**src/rtl/vcii_mul.sv**
```systemverilog
module vcii_mul #(
  parameter int AW = 43,
  parameter int BW = 17
) (
  input  logic                 clk,
  input  logic signed [AW-1:0] a,
  input  logic signed [BW-1:0] b,
  output logic signed [AW+BW-1:0] p
);

  always_ff @(posedge clk) begin
    p <= a * b;
  end

endmodule

```
**config.mk**
```make
export PLATFORM = sky130hd
export DESIGN_NAME = vcii_mul
export DESIGN_NICKNAME = d
export VERILOG_FILES = /design/src/rtl/vcii_mul.sv
export SDC_FILE = /design/constraint.sdc
export NUM_CORES = 2
export LEC_CHECK = 0
export BUFFER_PORTS_ARGS = -buffer_cell sky130_fd_sc_hd__buf_2
export CORE_AREA = 2 2 165 248
export DETAILED_ROUTE_END_ITERATION = 8
export DIE_AREA = 0 0 167 250
export GPL_ROUTABILITY_DRIVEN = 0
export GPL_TIMING_DRIVEN = 0
export PLACE_DENSITY = 0.83
export SYNTH_ARGS = -nofsm -noshare
export SYNTH_HDL_FRONTEND = slang
export SYNTH_SLANG_ARGS = --single-unit
```
**constraint.sdc**
```tcl
create_clock -name clk -period 8.2 [get_ports clk]
set_clock_uncertainty 0.1 [all_clocks]
set_input_delay 0.82 -clock clk [delete_from_list [all_inputs] [get_ports clk]]
set_output_delay 0.82 -clock clk [all_outputs]
set_load 0.01 [all_outputs]
```
== After elaboration in Yosys (flattened, before gate mapping) ==
Index checks and enable logic that the tools add are counted.
Storage, ports and cells
  output and inout bits: 60
  flip-flop bits (word level): 60
  input bits: 61
  word-level logic and storage cells: 2
Cells by class
  multiply operators: 1
Operators by type and width (number)
  multiplier 43 x 17 -> 60 bit: 1

== Longest topological paths before layout ==
  depth after elaboration: 1
  mapped depth: 26
  mapped depth without buffers: 24

== Worst setup path before layout ==
OpenSTA, ideal clock, no wires.
  path type: input -> register
  start point: input a[29]
  end point: register p[58]
  library setup time: 0.103 ns
  data required time: 7.997 ns
  path buffers: 3
  arrival: 6.862 ns
  cell stages on the path: 25
  slack: 1.135 ns
  cell sequence: clkbuf_1 clkbuf_1 nand2_1 fa_1 inv_1 fa_1 inv_1 fa_1 inv_1 fa_1 fa_1 inv_1 fa_1 inv_1 ha_1 clkbuf_2 and3_1 o211ai_1 a31oi_1 o31ai_1 o41ai_4 a31oi_2 o21ai_4 mux2i_1 a2111oi_2
Between the ends
  word-level cells in the longest chain between the ends: 1
RTL lines
  start: declaration: line 6  | input logic signed [AW-1:0] a,
  multiplier 43 x 17 -> 60 bit: line 12  | p <= a * b;
  end signal: assignment: line 12
  end: declaration: line 8  | output logic signed [AW+BW-1:0] p
No other way between the ends.

== Final worst setup path ==
  start point: input b[7]
  end point: register p[58]
Between the ends
  word-level cells in the longest chain between the ends: 1
RTL lines
  start: declaration: line 7  | input logic signed [BW-1:0] b,
  multiplier 43 x 17 -> 60 bit: line 12
No other way between the ends.

==> metrics.yaml <==
yosysTopAreaCell: "fa_1"
synthArstFlopShare_pct: 0
antenna_found_initial: 10
die_x_um: 167
drt_iter0_drc: 1617
cts_tree: "done"
max_cap_violations: 0
syn_area_sq_um: 26000
fin_nets: 3897
dpl.cell_count: 3507
cts_root_buffer: "clkbuf_16"
startpoint_type: "primary input"
whs_ns: 0.671
slowest_stage: "clkbuf_1"
synth-edff-count: 0
ant_nets: 0
dr_total_vias: 20700
period_needed_ns: 7.95
yosysUniqueCellTypes: 61
fillers: 2890
io_pins: 121
multi_input_area_sq_um: 21500
reg_top3: "p (60)"
largest_register_ff_count: 60
cp_top_family: "adder cells"
mostFrequentLayoutCells: "749 x inv_1, 685 x fa_1, 459 x nand2_1"
dpl.hpwl_mm: 64.7
worstMarginPinSlew_ns: 1.19
wl_per_cell_um: 22.1
drv_slew: 0
drt-vias-per-instance: 5.87
arrival_ns: 8.14
dieArea_sq_um: 41800
ys.flop_type: "dfxtp_1"
stdcell_count: 3526
outcome: "finished, final reports clean"
ff_latch_area_sq_um: 1200
grt_pass1_wl_mm: 124
hold_path_class: "primary input to flop"
synth_warnings: 0
ys_top_cells_by_area: "fa_1 53%, inv_1 11%, and2_1 6.7%, nand2_1 6.6%, ha_1 6.6%"
required_ns: 8.39
syn_nets: 3775
syn_area_per_cell_sq_um: 8.98
cts_buffers: 9
holdCritStartpoint: "a[0]"
synth.top_cell.area_share_pct: 52.9
clkSlewWorstSetupHoldPaths_ns: 0.07
end_kind: "flop"
path_cells: "buf_2, clkbuf_1, and2_1, fa_1, inv_1, fa_1, fa_1, inv_1, fa_1, fa_1, inv_1, fa_1, inv_1, ha_1, buf_2, a21oi_1, o21ai_0, a32o_1, nor3_1, o41ai_4, a31oi_2, o21ai_4, mux2i_1, a2111oi_2"
crit_buf_inv: 7
rows: 90
grt_max_degree: 13
min_period_over_period_pct: 96.9
top_register: "p"
critPathMaxFanout: 10
area_delta_synth_final_pct: 5.99
cp_common_cell: "fa_1"
synth_cells: 2891
criticalPathCategory: "primary input to flop"
grt_pass1_vias: 23100
postCtsHoldBufs: 0
dr.pass1.iters: 6
grt_usage_pct: 39.7
htree_num_levels: 3
io_buffers: 109
clock_sinks: 60
fin_util_pct: 69.2
maxSlewHeadroom_pct: 20.3
seq_area_frac_synth_pct: 4.63
start_util_pct: 65.3
setup_viol: 0
worstSetupPathDepth: 24
die_y_um: 250
hold_depth: 2
core_sq_um: 39800
max_clock_freq_mhz: 126
overflow: 0
crit_start: "b[7]"
drc: 0
mostFrequentLayoutCell: "inv_1"
ctsLongestPathBuffers: 2
wirelength_mm: 77.8
drive_above_1_share_pct: 5.77
ys_ff_latch: 60
max_stage_delay_ns: 0.74
hold_viol_final: 0
==> path summary, 6_finish.rpt <==
check / endpoint / slack, ns
hold / removal: p[0] / 0.67
setup / recovery: p[58] / 0.25
==> cells in the mapped netlist, drive strengths merged, types with 2 or more instances <==
cell and number:
mux2i 2, a211o 2, o22ai 2, nor3 10, fa 686, and2 277, and4 3, xnor2 43
a21o 24, o21bai 16, or2 3, o21ai 28, a21oi 53, nor2 71, and3 5, inv 749
xor2 14, o21a 10, o211a 3, a2111oi 2, clkbuf 129, a21boi 3, a311oi 2, dfxtp 60
a211oi 7, ha 137, o31ai 5, nor2b 5, o211ai 8, a41oi 3, nand2b 14, o41ai 4
or3 6, nand2 459, buf 4, a31oi 10, nand4 8, o2111ai 2, nand3 8, o21ba 2
==> metal layers <==
layer	track usage [%]	vias to the layer above	part of all wire, %
li1	-	8540	-
met1	43.1	10300	31
met2	65.7	1321	48
met3	10.1	510	10
met4	32.2	6	10
met5	0	-	0.053
==> cells by family (layout without fill, tap and decap cells) <==
kind of cell | after synthesis | count (layout) | synth area share [%]
simple gates | 872 | 872 | 15.9
xor+xnor | 57 | 57 | 1.92
other cells | 0 | 2 | 0
fa+ha+maj | 823 | 823 | 59.5
flops | 60 | 60 | 4.63
compound gates | 194 | 194 | 5.20
buf+inv | 883 | 1010 | 12.8
mux | 2 | 2 | 0.0771
==> stage by stage <==
stage / setup WS [ns] / cell area (sq um) / TNS, ns
5_1_grt: -0.000596 / 27500 / -0.000596
3_5_place_dp: -0.683 / 27100 / -4.46
4_1_cts: 0.00232 / 27400 / 0
3_3_place_gp: -0.786 / 27100 / -10.41
6_report: 0.252 / 27500 / 0
2_1_floorplan: 1.13 / 26000 / 0
==> area by class of cell <==
class | count | share of cell area (%)
repair buffers | 111 | 2.08
well taps | 506 | 2.30
clock buffers | 9 | 0.819
clock inverters | 7 | 0.196
flip-flops and latches | 60 | 4.37
inverters | 750 | 10.2
multi-input cells | 1948 | 78.0
diodes | 2 | 0.0182
plain buffers | 133 | 1.96
==> repair_timing <==
action,CTS,global route
setup endpoints to repair,5,12
gates resized for setup,7,54
pin swaps,0,1
buffers inserted,0,1
Power is not shown: default switching activity piles up to over one toggle a cycle in this logic, so the estimate is an artifact.
