File: config.mk
export PLATFORM = sky130hd
export DESIGN_NAME = vcii_curve_mem
export DESIGN_NICKNAME = d
export VERILOG_FILES = /design/src/rtl/vcii_pkg.sv /design/src/rtl/vcii_curve_mem.sv
export SDC_FILE = /design/constraint.sdc
export NUM_CORES = 2
export LEC_CHECK = 0
export BUFFER_PORTS_ARGS = -buffer_cell sky130_fd_sc_hd__buf_2
export CORE_ASPECT_RATIO = 0.9
export CORE_MARGIN = 4
export CORE_UTILIZATION = 54
export DETAILED_ROUTE_END_ITERATION = 8
export MAX_ROUTING_LAYER = met4
export PLACE_DENSITY = 0.8
export SLEW_MARGIN = 20
export SYNTH_ARGS = -nofsm -noshare
export SYNTH_HDL_FRONTEND = slang
export SYNTH_SLANG_ARGS = --single-unit
File: constraint.sdc
create_clock -name clk -period 10.3 [get_ports clk]
set_input_delay 1.03 -clock clk [delete_from_list [all_inputs] [get_ports clk]]
set_output_delay 1.03 -clock clk [all_outputs]
set_load 0.05 [all_outputs]
File: src/rtl/vcii_pkg.sv
package vcii_pkg;

  localparam int FREQ_W  = 24;
  localparam int VOLT_W  = 12;
  localparam int STEP_W  = 10;
  localparam int INDEX_W = 6;
  localparam int CODE_W  = 16;
  localparam int MV_W    = 12;
  localparam int COUNT_W = 7;

  localparam int MAX_POINTS_DEF = 64;
  localparam int STEPS_DEF      = 1024;

  localparam int CFG_IDX_W  = 2;
  localparam int CFG_DATA_W = CODE_W;

  localparam logic [CFG_IDX_W-1:0] CFG_POINT_COUNT     = 2'd0;
  localparam logic [CFG_IDX_W-1:0] CFG_FULL_SCALE_CODE = 2'd1;
  localparam logic [CFG_IDX_W-1:0] CFG_FULL_SCALE_MV   = 2'd2;

  localparam logic [COUNT_W-1:0] POINT_COUNT_RST     = 7'd61;
  localparam logic [CODE_W-1:0]  FULL_SCALE_CODE_RST = 16'd3780;
  localparam logic [MV_W-1:0]    FULL_SCALE_MV_RST   = 12'd3000;

  localparam logic OP_LOAD  = 1'b0;
  localparam logic OP_QUERY = 1'b1;

  typedef struct packed {
    logic [VOLT_W-1:0] volts;
    logic [FREQ_W-1:0] freq;
  } curve_point_t;

  typedef enum logic [4:0] {
    S_IDLE,
    S_RDL,
    S_T1,
    S_T2,
    S_SCAN,
    S_VRD,
    S_VRD2,
    S_NUM1,
    S_NUM2,
    S_NUM3,
    S_FIX,
    S_DEN,
    S_NLO,
    S_NHI,
    S_NACC,
    S_DIVGO,
    S_DIV
  } state_t;

endpackage

File: src/rtl/vcii_curve_mem.sv
module vcii_curve_mem #(
  parameter int DEPTH = vcii_pkg::MAX_POINTS_DEF,
  parameter int AIW   = $clog2(vcii_pkg::MAX_POINTS_DEF)
) (
  input  logic                   clk,
  input  logic                   we,
  input  logic [AIW-1:0]         waddr,
  input  vcii_pkg::curve_point_t wdata,
  input  logic [AIW-1:0]         raddr,
  output vcii_pkg::curve_point_t rdata
);
  import vcii_pkg::*;

  curve_point_t mem [DEPTH];

  always_ff @(posedge clk) begin
    if (we) begin
      mem[waddr] <= wdata;
    end
    rdata <= mem[raddr];
  end

endmodule

## Word-level counts from Yosys, hierarchy flattened

Memory sizes are Yosys's and may differ from the RTL's. A register that Yosys moved wholly into a read port is not among the register bits.
Index checks and enable logic that the tools add are counted.

- Input port bits: 50
- Memory bits (writable): 2304
- Flip-flop bits (word level): 0
- Output and inout port bits: 36
- Word-level logic and storage cells: 3
- Memories: 1

- Multiplexer cells: 2

Memory list:

| name | depth | bits a word | read ports | clocked after memory_dff | write ports | RTL line | text |
|---|---|---|---|---|---|---|---|
| mem | 64 | 36 | 1 | 1 | 1 | vcii_curve_mem.sv:14 | `curve_point_t mem [DEPTH];` |

Operators by type and width:

| operator | number |
|---|---|
| two-way mux 1 bit | 2 |

## Longest topological paths before layout

- Word-level depth: 2
- Depth in mapped cells: 10

## Least setup slack after synthesis

No wires, ideal clock.

- Path type: input to register
- Start: input port waddr[3]
- End: memory mem[48][0] in the netlist's numbering (enable)
- Library setup time: 0.474 ns
- Arrival: 3.997 ns
- Setup slack: 5.829 ns
- Stages on the path: 4
- Buffers on the path: 1
- Required time: 9.826 ns
- Path through: clkbuf_1 > nor2b_1 > nand4b_1 > nor3_1

RTL lines:

| item | RTL line | text |
|---|---|---|
| start: declaration | vcii_curve_mem.sv:7 | `input logic [AIW-1:0] waddr,` |
| end: declaration | vcii_curve_mem.sv:14 |  |

Straight into the memory's write port.

==> flow_summary_export.csv <==
group,metric,value,unit
status,run_status,"finished, final reports clean",
run,cap_violations,0,
worst_setup_path,critPathTopFamily,"buffers and inverters",
worst_setup_path,critPathArrivalTime,4.94,ns
global_route,grt_usage,28.0,%
final_layout,drive_gt1_share,27.4,%
final_layout,fin_util,60.7,%
logic_synthesis,ys.flop_type,"edfxtp_1",
worst_setup_path,r2r-start,"mem[19][19]",
placed_design,place.gp.congestion,0.812,
worst_setup_path,rrSetupSlack,8.19,ns
sta,hold_violations,0,
route,wl,230,mm
worst_setup_path,setup.worst_path.end_class,"flip-flop",
placed_design,io_buffers,85,
min_path,min_from,"wdata[22]",
logic_synthesis,synth_edf_count,2304,
sta,maxSlewViolCount,0,
worst_setup_path,cpMostUsedCell,"a211oi_1",
worst_setup_path,r2r_cells,4,
logic_synthesis,syn_area,0.0880,mm²
logic_synthesis,synth_top_area_share,78.6,%
global_route,grt_first_pass_wirelength,326,mm
worst_setup_path,worst-path-buf-inv,3,
clock_network,ctsRootBufferMaster,"clkbuf_16",
worst_setup_path,max_stage_delay,1.00,ns
worst_setup_path,cp_max_fo,89,
sta,clock_skew,0.0333,ns
logic_synthesis,postSynthAreaPerCell,23.3,µm²
clock_network,cts_setup_buffers,0,
worst_setup_path,critical_path.slowest_cell,"a211oi_1",
sta,finalSetupViolCount,0,
route,wl_per_cell,36.5,µm
clock_network,cts_hold_buf,0,
floorplanning,num_rows,140,
worst_setup_path,crit_required,11.07,ns
global_route,grt_pass1_vias,44300,
route,vias_per_cell,6.94,
logic_synthesis,synthArstFlopShare,0,%
sta,slew_headroom,17.1,%
sta,fmax,0.240,GHz
clock_network,ctsLongestPathBuffers,3,
clock_network,cts_made_buffers,206,
logic_synthesis,yosysSeqAreaShare,79.5,%
power,leakage,30.2,nW
worst_setup_path,startpoint_type,"input port",
logic_synthesis,synth-seq-cells,2340,
floorplanning,die_x,433,µm
logic_synthesis,yosysUniqueCellTypes,37,
logic_synthesis,syn_inst,3780,
route,drt_iter0_markers,7547,
min_path,hold_path_class,"input port to flip-flop",
power,fin_total_pwr,19.2,mW
clock_network,cts_resized,0,
power,irDropWorstVdd,0.000150,V
route,dr_total_vias,43700,
floorplanning,die-area,0.169,mm²
logic_synthesis,synth_most_common_cell,"edfxtp_1",
final_layout,layoutNonFillerInstCount,6295,
floorplanning,core_area,0.162,mm²
global_route,antenna_found_initial,17,
worst_setup_path,reg2reg_to,"rdata[19]",
global_route,grt_max_degree,115,
floorplanning,start_util,54.4,%
clock_network,cts_tree,"built",
placed_design,dp.cells,5886,
final_layout,layout.nets,4019,
clock_network,htreeDepth,4,
min_path,hold_depth,1,
logic_synthesis,synth_warnings,0,
placed_design,detailed_place_hpwl,115,mm
route,detail-route-antenna-nets,0,
logic_synthesis,synth_nets,3830,
clock_network,clk_latency,0.85,ns
route,firstDrtPassIters,8,
logic_synthesis,yosys-top-cells-area,"edfxtp_1 79%, mux4_2 14%, o22ai_1 0.87%",
floorplanning,fp.dieH,391,µm
sta,final.min_clock_period,4.17,ns
global_route,overflow,0,
final_layout,areaGrowthSynthToFinish,11.8,%
sta,setup_tns,0,ns
clock_network,clock-sinks,2340,
floorplanning,num_io_pins,86,
sta,max_slew.worst_pin.slew,1.23,ns
worst_setup_path,crit_type,"input port to flip-flop",
worst_setup_path,crit_chain,"buf_8, buf_12, buf_4, mux4_2, nor2b_1, a211oi_1, a211oi_1, o22a_1",
power,powerDensity,196,mW/mm²
clock_network,clk_pin_slew_worst_paths,0.07,ns
logic_synthesis,ys_top_cells_by_count,"2,304 x edfxtp_1, 556 x mux4_2, 123 x o22ai_1, 101 x nor2_1, 89 x clkbuf_1",
sta,rsz0062_at_grt,"false",
logic_synthesis,yosys.area.top_type,"edfxtp_1",
route,drc,0,
sta,min_period_over_period,40.4,%
min_path,hold_end,"mem[23][22]",
==> layout by cell type, fill, tap and decap left out, types with 11 or more instances in the layout <==
cell and n:
nor2_4 62, clkinv_1 44, buf_4 121, nand3_1 45, a211oi_1 42, mux2i_1 71
nor2b_1 33, o221ai_1 34, nor4_1 15, edfxtp_1 2304, clkinv_2 36, mux4_2 556
nor4_2 11, nand2b_1 11, nand2_1 24, buf_2 59, clkbuf_8 13, a22oi_1 76
nor2_1 39, o22ai_1 123, bufinv_16 17, dfxtp_1 36, clkbuf_1 50, o22a_1 23
clkbuf_16 214, diode_2 17
==> power breakdown <==
part           switching, mW  internal [mW]  leakage, nW
Combinational          0.642          0.325         5.93
Clock                   3.38           4.31         3.27
Sequential            0.0457           10.5         21.0
Total                   4.07           15.2         30.2
==> area by class of cell <==
class                           count  area [µm²]
Clock buffer                      277        5720
Antenna cell                       17        42.5
Timing Repair Buffer              193        1470
Multi-Input combinational cell   1228       17500
Clock inverter                    110         970
Tap cell                         2130        2670
Fill cell                       10300       63500
Sequential cell                  2340       69900
==> how the worst max path moves through the flow <==
stage	endpoint	from	cells past startpoint
after floorplan	mem[48][0]	waddr[3]	4
after global routing	rdata[15]	raddr[0]	8
after global placement	rdata[15]	raddr[0]	8
after detailed placement	rdata[15]	raddr[0]	8
final	rdata[15]	raddr[0]	8
after CTS	rdata[15]	raddr[0]	8
==> kinds of logic (layout without fill, tap and decap cells) <==
| group | after synthesis | after routing | synth area share [%] |
|---|---|---|---|
| flops | 2340 | 2340 | 79.5 |
| mux | 634 | 634 | 15.1 |
| compound gates | 316 | 316 | 2.60 |
| simple gates | 278 | 278 | 1.56 |
| buf+inv | 212 | 580 | 1.24 |
| other cells | 0 | 17 | 0 |
==> sequential cells by signal, indices dropped and copies added, names as in the netlist <==
signal	cells
mem	2304
rdata	36
==> per-layer routing <==
metal / global-route usage, % / wire length (µm) / share of wire (%) / vias to the layer above
met4: 13.1 / 12200 / 5.3 / 0
met5: - / 0 / 0 / -
li1: - / - / - / 16700
met2: 42.3 / 111000 / 48 / 3708
met1: 36.4 / 76200 / 33 / 22600
met3: 6.95 / 30500 / 13 / 668
==> through the flow <==
stage | worst slack [ns] | hold slack [ns] | instance area (µm²)
floorplan | 5.83 | 0.788 | 88000
global placement | 5.39 | 0.816 | 91400
detailed placement | 5.35 | 0.831 | 91400
CTS | 6.22 | 0.849 | 98100
global route | 5.95 | 0.624 | 98300
finish | 6.13 | 0.637 | 98300
Power figures use the tool's default switching activity.
