<file path="src/rtl/vcii_pkg.sv">
package vcii_pkg;

  localparam int FREQ_W  = 24;
  localparam int VOLT_W  = 12;
  localparam int STEP_W  = 10;
  localparam int INDEX_W = 6;
  localparam int CODE_W  = 16;
  localparam int MV_W    = 12;
  localparam int COUNT_W = 7;

  localparam int MAX_POINTS_DEF = 64;
  localparam int STEPS_DEF      = 1024;

  localparam int CFG_IDX_W  = 2;
  localparam int CFG_DATA_W = CODE_W;

  localparam logic [CFG_IDX_W-1:0] CFG_POINT_COUNT     = 2'd0;
  localparam logic [CFG_IDX_W-1:0] CFG_FULL_SCALE_CODE = 2'd1;
  localparam logic [CFG_IDX_W-1:0] CFG_FULL_SCALE_MV   = 2'd2;

  localparam logic [COUNT_W-1:0] POINT_COUNT_RST     = 7'd61;
  localparam logic [CODE_W-1:0]  FULL_SCALE_CODE_RST = 16'd3780;
  localparam logic [MV_W-1:0]    FULL_SCALE_MV_RST   = 12'd3000;

  localparam logic OP_LOAD  = 1'b0;
  localparam logic OP_QUERY = 1'b1;

  typedef struct packed {
    logic [VOLT_W-1:0] volts;
    logic [FREQ_W-1:0] freq;
  } curve_point_t;

  typedef enum logic [4:0] {
    S_IDLE,
    S_RDL,
    S_T1,
    S_T2,
    S_SCAN,
    S_VRD,
    S_VRD2,
    S_NUM1,
    S_NUM2,
    S_NUM3,
    S_FIX,
    S_DEN,
    S_NLO,
    S_NHI,
    S_NACC,
    S_DIVGO,
    S_DIV
  } state_t;

endpackage

</file>
<file path="src/rtl/vcii_divider.sv">
module vcii_divider #(
  parameter int RW = 67
) (
  input  logic                          clk,
  input  logic                          rst,
  input  logic                          start,
  input  logic [RW-1:0]                 dividend,
  input  logic [RW-1:0]                 divisor,
  output logic                          done,
  output logic [vcii_pkg::CODE_W-1:0]   quotient
);
  import vcii_pkg::*;

  localparam int CNW = $clog2(CODE_W + 1);

  logic              active;
  logic [CNW-1:0]    cnt;
  logic [RW-1:0]     rem;
  logic [RW-1:0]     dsh;
  logic [CODE_W-1:0] q;
  logic              ge;
  logic [CODE_W-1:0] q_next;

  assign ge     = rem >= dsh;
  assign q_next = {q[CODE_W-2:0], ge};

  always_ff @(posedge clk) begin
    if (rst) begin
      active <= 1'b0;
      done   <= 1'b0;
    end else begin
      done <= 1'b0;
      if (start) begin
        active <= 1'b1;
      end else if (active) begin
        if (cnt == CNW'(CODE_W)) begin
          if (ge) begin
            done   <= 1'b1;
            active <= 1'b0;
          end
        end else if (cnt == '0) begin
          done   <= 1'b1;
          active <= 1'b0;
        end
      end
    end
  end

  always_ff @(posedge clk) begin
    if (start) begin
      cnt <= CNW'(CODE_W);
      rem <= dividend;
      dsh <= divisor << CODE_W;
      q   <= '0;
    end else if (active) begin
      if (cnt == CNW'(CODE_W)) begin
        if (ge) begin
          quotient <= '1;
        end else begin
          dsh <= dsh >> 1;
          cnt <= cnt - 1'b1;
        end
      end else begin
        if (ge) begin
          rem <= rem - dsh;
        end
        if (cnt == '0) begin
          quotient <= q_next;
        end else begin
          q   <= q_next;
          dsh <= dsh >> 1;
          cnt <= cnt - 1'b1;
        end
      end
    end
  end

endmodule

</file>
<file path="config.mk">
export PLATFORM = sky130hd
export DESIGN_NAME = vcii_divider
export DESIGN_NICKNAME = d
export VERILOG_FILES = /design/src/rtl/vcii_pkg.sv /design/src/rtl/vcii_divider.sv
export SDC_FILE = /design/constraint.sdc
export NUM_CORES = 1
export LEC_CHECK = 0
export BUFFER_PORTS_ARGS = -buffer_cell sky130_fd_sc_hd__buf_2
export CAP_MARGIN = 20
export CORE_MARGIN = 2
export CORE_UTILIZATION = 53
export CTS_BUF_LIST = sky130_fd_sc_hd__clkbuf_4 sky130_fd_sc_hd__clkbuf_8 sky130_fd_sc_hd__clkbuf_16
export DETAILED_ROUTE_END_ITERATION = 10
export HOLD_SLACK_MARGIN = 0.1
export PLACE_DENSITY = 0.77
export SYNTH_ARGS = -nofsm -noshare
export SYNTH_HDL_FRONTEND = slang
export SYNTH_SLANG_ARGS = --single-unit
</file>
<file path="constraint.sdc">
create_clock -name clk -period 7.2 [get_ports clk]
set_clock_uncertainty 0.1 [all_clocks]
set_input_delay 0.36 -clock clk [delete_from_list [all_inputs] [get_ports clk]]
set_output_delay 0.36 -clock clk [all_outputs]
set_load 0.02 [all_outputs]
</file>
Yosys cells after proc, flatten, opt, wreduce, memory -nomap -nowiden. Index checks and enable logic that the tools add are counted.

Output and inout bits: 17. Word-level logic and storage cells: 55. Input bits: 137. Bits in registers: 172.

Equality and inequality tests: 7. Reduce and logical (&&, ||, !) cells: 10. Magnitude comparators: 1. Mux-type cells: 23. Bitwise gates (word level): 4. $add $sub $neg: 2.

Operator list (count): 2-to-1 mux 67 bit (9); >= comparator 67 bit (1); subtractor 67 bit (1); 2-to-1 mux 16 bit (3); 2-to-1 mux 5 bit (3); AND reduction 3 bit (4); 2-to-1 mux 1 bit (8); != test 2 bit (second input constant) (4); != test 3 bit (second input constant) (2); nonzero test 2 bit (3); equality test 5 bit (second input constant) (1); logical NOT 5 bit (1); subtractor 5 x 1 -> 5 bit (second input constant) (1); NOT 1 bit (4); AND reduction 4 bit (1); OR reduction 3 bit (1).

Depth between registers and ports, before layout.
Depth in word-level cells: 5. Mapped depth: 14. Gate-level depth less buffers: 13.

Worst setup path before layout. OpenSTA, ideal clock, no wires.

Kind: reg2reg. Start: register rem[61]. End: register rem[0] (enable). Library setup time: 584 ps. Stages on the path, launching flop included: 10. Clock period less this slack: 7603 ps. Setup slack: -403 ps. Arrival: 6919 ps. Path buffers: 1. Required time: 6516 ps. Cells stage by stage: edfxtp_1 > ha_1 > clkbuf_1 > nand4_4 > or3_1 > or3_1 > o311ai_1 > a31o_4 > a21oi_1 > o21ai_0.

Longest elaborated chain between the ends: 3.

Ends and longest elaborated chain: start: declaration (RTL line vcii_divider.sv:18) `logic [RW-1:0] rem;`; start signal: assignment (RTL line vcii_divider.sv:52) `rem <= dividend;`; start signal: assignment (RTL line vcii_divider.sv:65) `rem <= rem - dsh;`; >= comparator 67 bit (RTL line vcii_divider.sv:24) `assign ge = rem >= dsh;`; nonzero test 2 bit (no source line); AND reduction 3 bit (no source line).

Every way passes these cells. A chain may end at the register's enable or synchronous reset.

Worst setup path in the final report.
Start: register rem[14]. End: register rem[32] (enable).

The elaborated chain is that of the path after synthesis.

==> results.txt <==
Pin count of the biggest net entering global routing -> 105
Average wire per cell in the routed design -> 15.8 µm
Antenna Cells -> 0
Die width -> 151 µm
Launching element type of the critical path -> flip-flop
Worst slew margin relative to its limit -> 0.429
Post-Synthesis Net Count -> 1,534
RD Place Congestion -> 0.921
Number of unique standard cell types used by synthesis -> 83
Setup slack on the worst flop-to-flop path -> 2.78 ns
Source of the worst register-to-register timing path -> rem[14]
Die Height -> 151 µm
Total congestion overflow -> 0
Result of the run -> finished clean
Worst Hold Launch -> divisor[33]
1st-pass router iterations -> 5
Drt initial violations -> 769
Post-CTS setup repair buffer count -> 0
Root buffer cell -> sky130_fd_sc_hd__clkbuf_16
Setup violations, final -> 0
Crit share post-route -> 0.614
LEAKAGE -> 0.00550 µW
# rows -> 53
Max Buffers Root-to-Sink -> 2
Area used by multi-input combinational logic -> 0.00609 mm²
Number of global-route vias before repair -> 9,288
First-pass GRT wire length -> 44,800 µm
Final count of pins violating max slew -> 0
Worst-case hold path end point -> dsh[49]
Sinks on Clock Net -> 172
Layout area overhead -> 15.6%
Post-Syn Area per Cell -> 8.66 µm²
Required arrival time at the worst endpoint -> 7.17 ns
Slew at the pin closest to its max-slew limit -> 0.856 ns
Final Hold Viols -> 0
Worst-Skew Late Latency -> 0.44 ns
Number of enable flip-flop cells after synthesis -> 134
Starting density of the core -> 0.543
Gate count after technology mapping -> 1,328
Shortest clock period the worst path allows after layout -> 4.42 ns
Port Buffers -> 137
Dominant delay contributor by cell family on the critical path -> compound AO/OA/AOI/OAI gates
Setup_tns -> 0 ns
Top-level I/O count -> 154
Worst path arrival time -> 4.39 ns
Share of async-settable or async-resettable flops after synthesis -> 0
Number of instances on the worst hold path -> 3
Drc violations -> 0
Leading register cell type out of synthesis -> sky130_fd_sc_hd__edfxtp_1
Fraction of layout instances using a drive strength above 1 -> 0.145
Fillers -> 1,824
Resized cells post-CTS -> 0
Largest fanout on the critical path -> 55
Total vias in the final route -> 9,887
Critical path endpoint category -> flip-flop
Core Area -> 0.0212 mm²
Slowest Stage Delay on Critical Path -> 0.70 ns
Hold Buf Count CTS -> 38
Netlist area before placement -> 0.0115 mm²
Inserted Clock Buffers -> 17
Highest clock rate -> 226 MHz
Register bit count reported by yosys -> 172
GRT Overall Usage -> 0.245
Number of buffer and inverter stages on the critical path -> 1
Category of the most critical setup path -> flip-flop to flip-flop
Antenna violations before repair -> 0
Area used by sequential logic in the layout -> 0.00479 mm²
Number of maximum-capacitance violations -> 0
Total Routed Length -> 27,600 µm
Min-Delay Path Class -> input pin to flip-flop
Worst Reg2Reg Path Length in Cells -> 11
Via count normalized by instance count -> 5.65
Setup repair after global routing missed its margin -> no
Ordered list of cells on the worst path -> ha_1 > nand2_1 > nor3_1 > o31a_1 > a31oi_1 > a2111oi_2 > o21bai_2 > a21boi_2 > a21oi_1 > o21ai_4 > buf_4
IR Drop Worst-Case VDD -> 0.189 mV
Clock Pin Slew Worst Setup and Hold Paths -> 0.08 ns
Sum of net half-perimeters after detailed placement -> 19,900 µm
Clock tree from TritonCTS -> built
Number of antenna-violating nets in the routed design -> 0
Sequential cell area fraction in the yosys report -> 0.416
Fraction of the core area covered by cells at the end of the flow -> 0.628
Power density relative to cell area -> 393 mW/mm²
Nets -> 1,667
Slowest CP cell -> sky130_fd_sc_hd__buf_4
R2R Path End -> rem[32]
Number of warnings issued by yosys -> 0
Full die area -> 0.0229 mm²
H-tree lvl count -> 4
==> synth_stat cells, types with 12 or more instances <==
cell type | instances | area (µm²)
sky130_fd_sc_hd__mux2i_1 | 17 | 170
sky130_fd_sc_hd__nand2_1 | 278 | 1040
sky130_fd_sc_hd__o21ai_0 | 132 | 661
sky130_fd_sc_hd__o21bai_1 | 13 | 97.6
sky130_fd_sc_hd__buf_2 | 12 | 60.1
sky130_fd_sc_hd__nor3_1 | 16 | 80.1
sky130_fd_sc_hd__xor2_1 | 30 | 263
sky130_fd_sc_hd__xnor2_1 | 25 | 219
sky130_fd_sc_hd__ha_1 | 68 | 851
sky130_fd_sc_hd__nor2_1 | 67 | 251
sky130_fd_sc_hd__dfxtp_1 | 38 | 761
sky130_fd_sc_hd__inv_1 | 87 | 327
sky130_fd_sc_hd__o21ai_1 | 14 | 70.1
sky130_fd_sc_hd__edfxtp_1 | 134 | 4020
sky130_fd_sc_hd__nand3_1 | 18 | 90.1
sky130_fd_sc_hd__nand2b_1 | 24 | 150
sky130_fd_sc_hd__nand4_1 | 21 | 131
sky130_fd_sc_hd__a21oi_1 | 108 | 541
sky130_fd_sc_hd__clkbuf_1 | 49 | 184
sky130_fd_sc_hd__a21o_1 | 31 | 233
==> registers in the layout, indices dropped and copies added (netlist names) <==
signal,flops
rem,67
active,1
quotient,16
cnt,5
q,15
dsh,67
done,1
==> where the power goes <==
group	switching [µW]	internal, µW
logic	1720	1050
clock network	449	490
registers	93.4	1420
total	2270	2960
==> logic make-up after synthesis <==
family | Yosys count | share of synthesized area
AND/OR/NAND/NOR | 475 | 0.185
AO/OA/AOI/OAI | 381 | 0.210
XOR/XNOR | 55 | 0.0419
flip-flops | 172 | 0.416
buffers and inverters | 158 | 0.0550
adder cells (fa/ha/maj) | 69 | 0.0758
multiplexers | 18 | 0.0158
==> how the worst max path moves through the flow <==
stage	end	cells after the start	startpoint	slack, ns
after floorplan	rem[0]	9	rem[61]	1.41
after global placement	rem[32]	11	rem[14]	2.96
final	rem[32]	11	rem[14]	2.78
after CTS	rem[15]	11	rem[14]	2.77
after global routing	rem[33]	12	dsh[14]	2.50
after detailed placement	rem[46]	11	rem[13]	2.84
==> cells in the final DEF, fill, tap and decap left out, types with 13 or more instances in the layout <==
cell type / netlist / final
sky130_fd_sc_hd__nand2_1: 278 / 277
sky130_fd_sc_hd__buf_2: 12 / 136
sky130_fd_sc_hd__edfxtp_1: 134 / 134
sky130_fd_sc_hd__o21ai_0: 132 / 131
sky130_fd_sc_hd__a21oi_1: 108 / 108
sky130_fd_sc_hd__inv_1: 87 / 87
sky130_fd_sc_hd__ha_1: 68 / 68
sky130_fd_sc_hd__nor2_1: 67 / 67
sky130_fd_sc_hd__dlygate4sd3_1: 0 / 38
sky130_fd_sc_hd__dfxtp_1: 38 / 37
sky130_fd_sc_hd__a21o_1: 31 / 31
sky130_fd_sc_hd__xor2_1: 30 / 30
sky130_fd_sc_hd__xnor2_1: 25 / 25
sky130_fd_sc_hd__nand2b_1: 24 / 24
sky130_fd_sc_hd__nand4_1: 21 / 21
sky130_fd_sc_hd__nand3_1: 18 / 18
sky130_fd_sc_hd__clkbuf_16: 0 / 18
sky130_fd_sc_hd__mux2i_1: 17 / 17
sky130_fd_sc_hd__nor3_1: 16 / 16
sky130_fd_sc_hd__o21ai_1: 14 / 14
sky130_fd_sc_hd__o21bai_1: 13 / 13
==> layer usage <==
layer | GRT usage | wire length (µm) | vias up
met5 | 0 | 0 | -
met4 | 0.0593 | 375 | 0
met3 | 0.0407 | 1430 | 35
met2 | 0.402 | 12800 | 283
met1 | 0.340 | 13100 | 4597
li1 | - | - | 4972
==> layout make-up <==
type | instances | area share
Tap cell | 275 | 0.0259
Multi-Input combinational cell | 998 | 0.458
Inverter | 90 | 0.0255
Timing Repair Buffer | 182 | 0.0849
Sequential cell | 172 | 0.360
Clock buffer | 19 | 0.0345
Clock inverter | 13 | 0.0108
==> worst register-to-register path, delay by kind of cell (launching register included) <==
family	cells	cell delay, ns
AND/OR/NAND/NOR	2	0.53
AO/OA/AOI/OAI	7	1.92
flip-flops	1	0.37
adder cells (fa/ha/maj)	1	0.39
buffers and inverters	1	0.70
==> through the flow <==
stage               hold WS (ns)  setup WS, ns  cells  total power, µW  cell area, µm²
floorplan                  0.329          1.41   1328             3640           11500
global placement           0.338          2.96   1678             4190           12300
detailed placement         0.348          2.84   1678             4240           12300
CTS                        0.101          2.77   1748             5210           13300
global route               0.105          2.50   1749             5600           13300
finish                    0.0998          2.78   1749             5230           13300
Note: power is estimated with default switching activity, not from simulation.
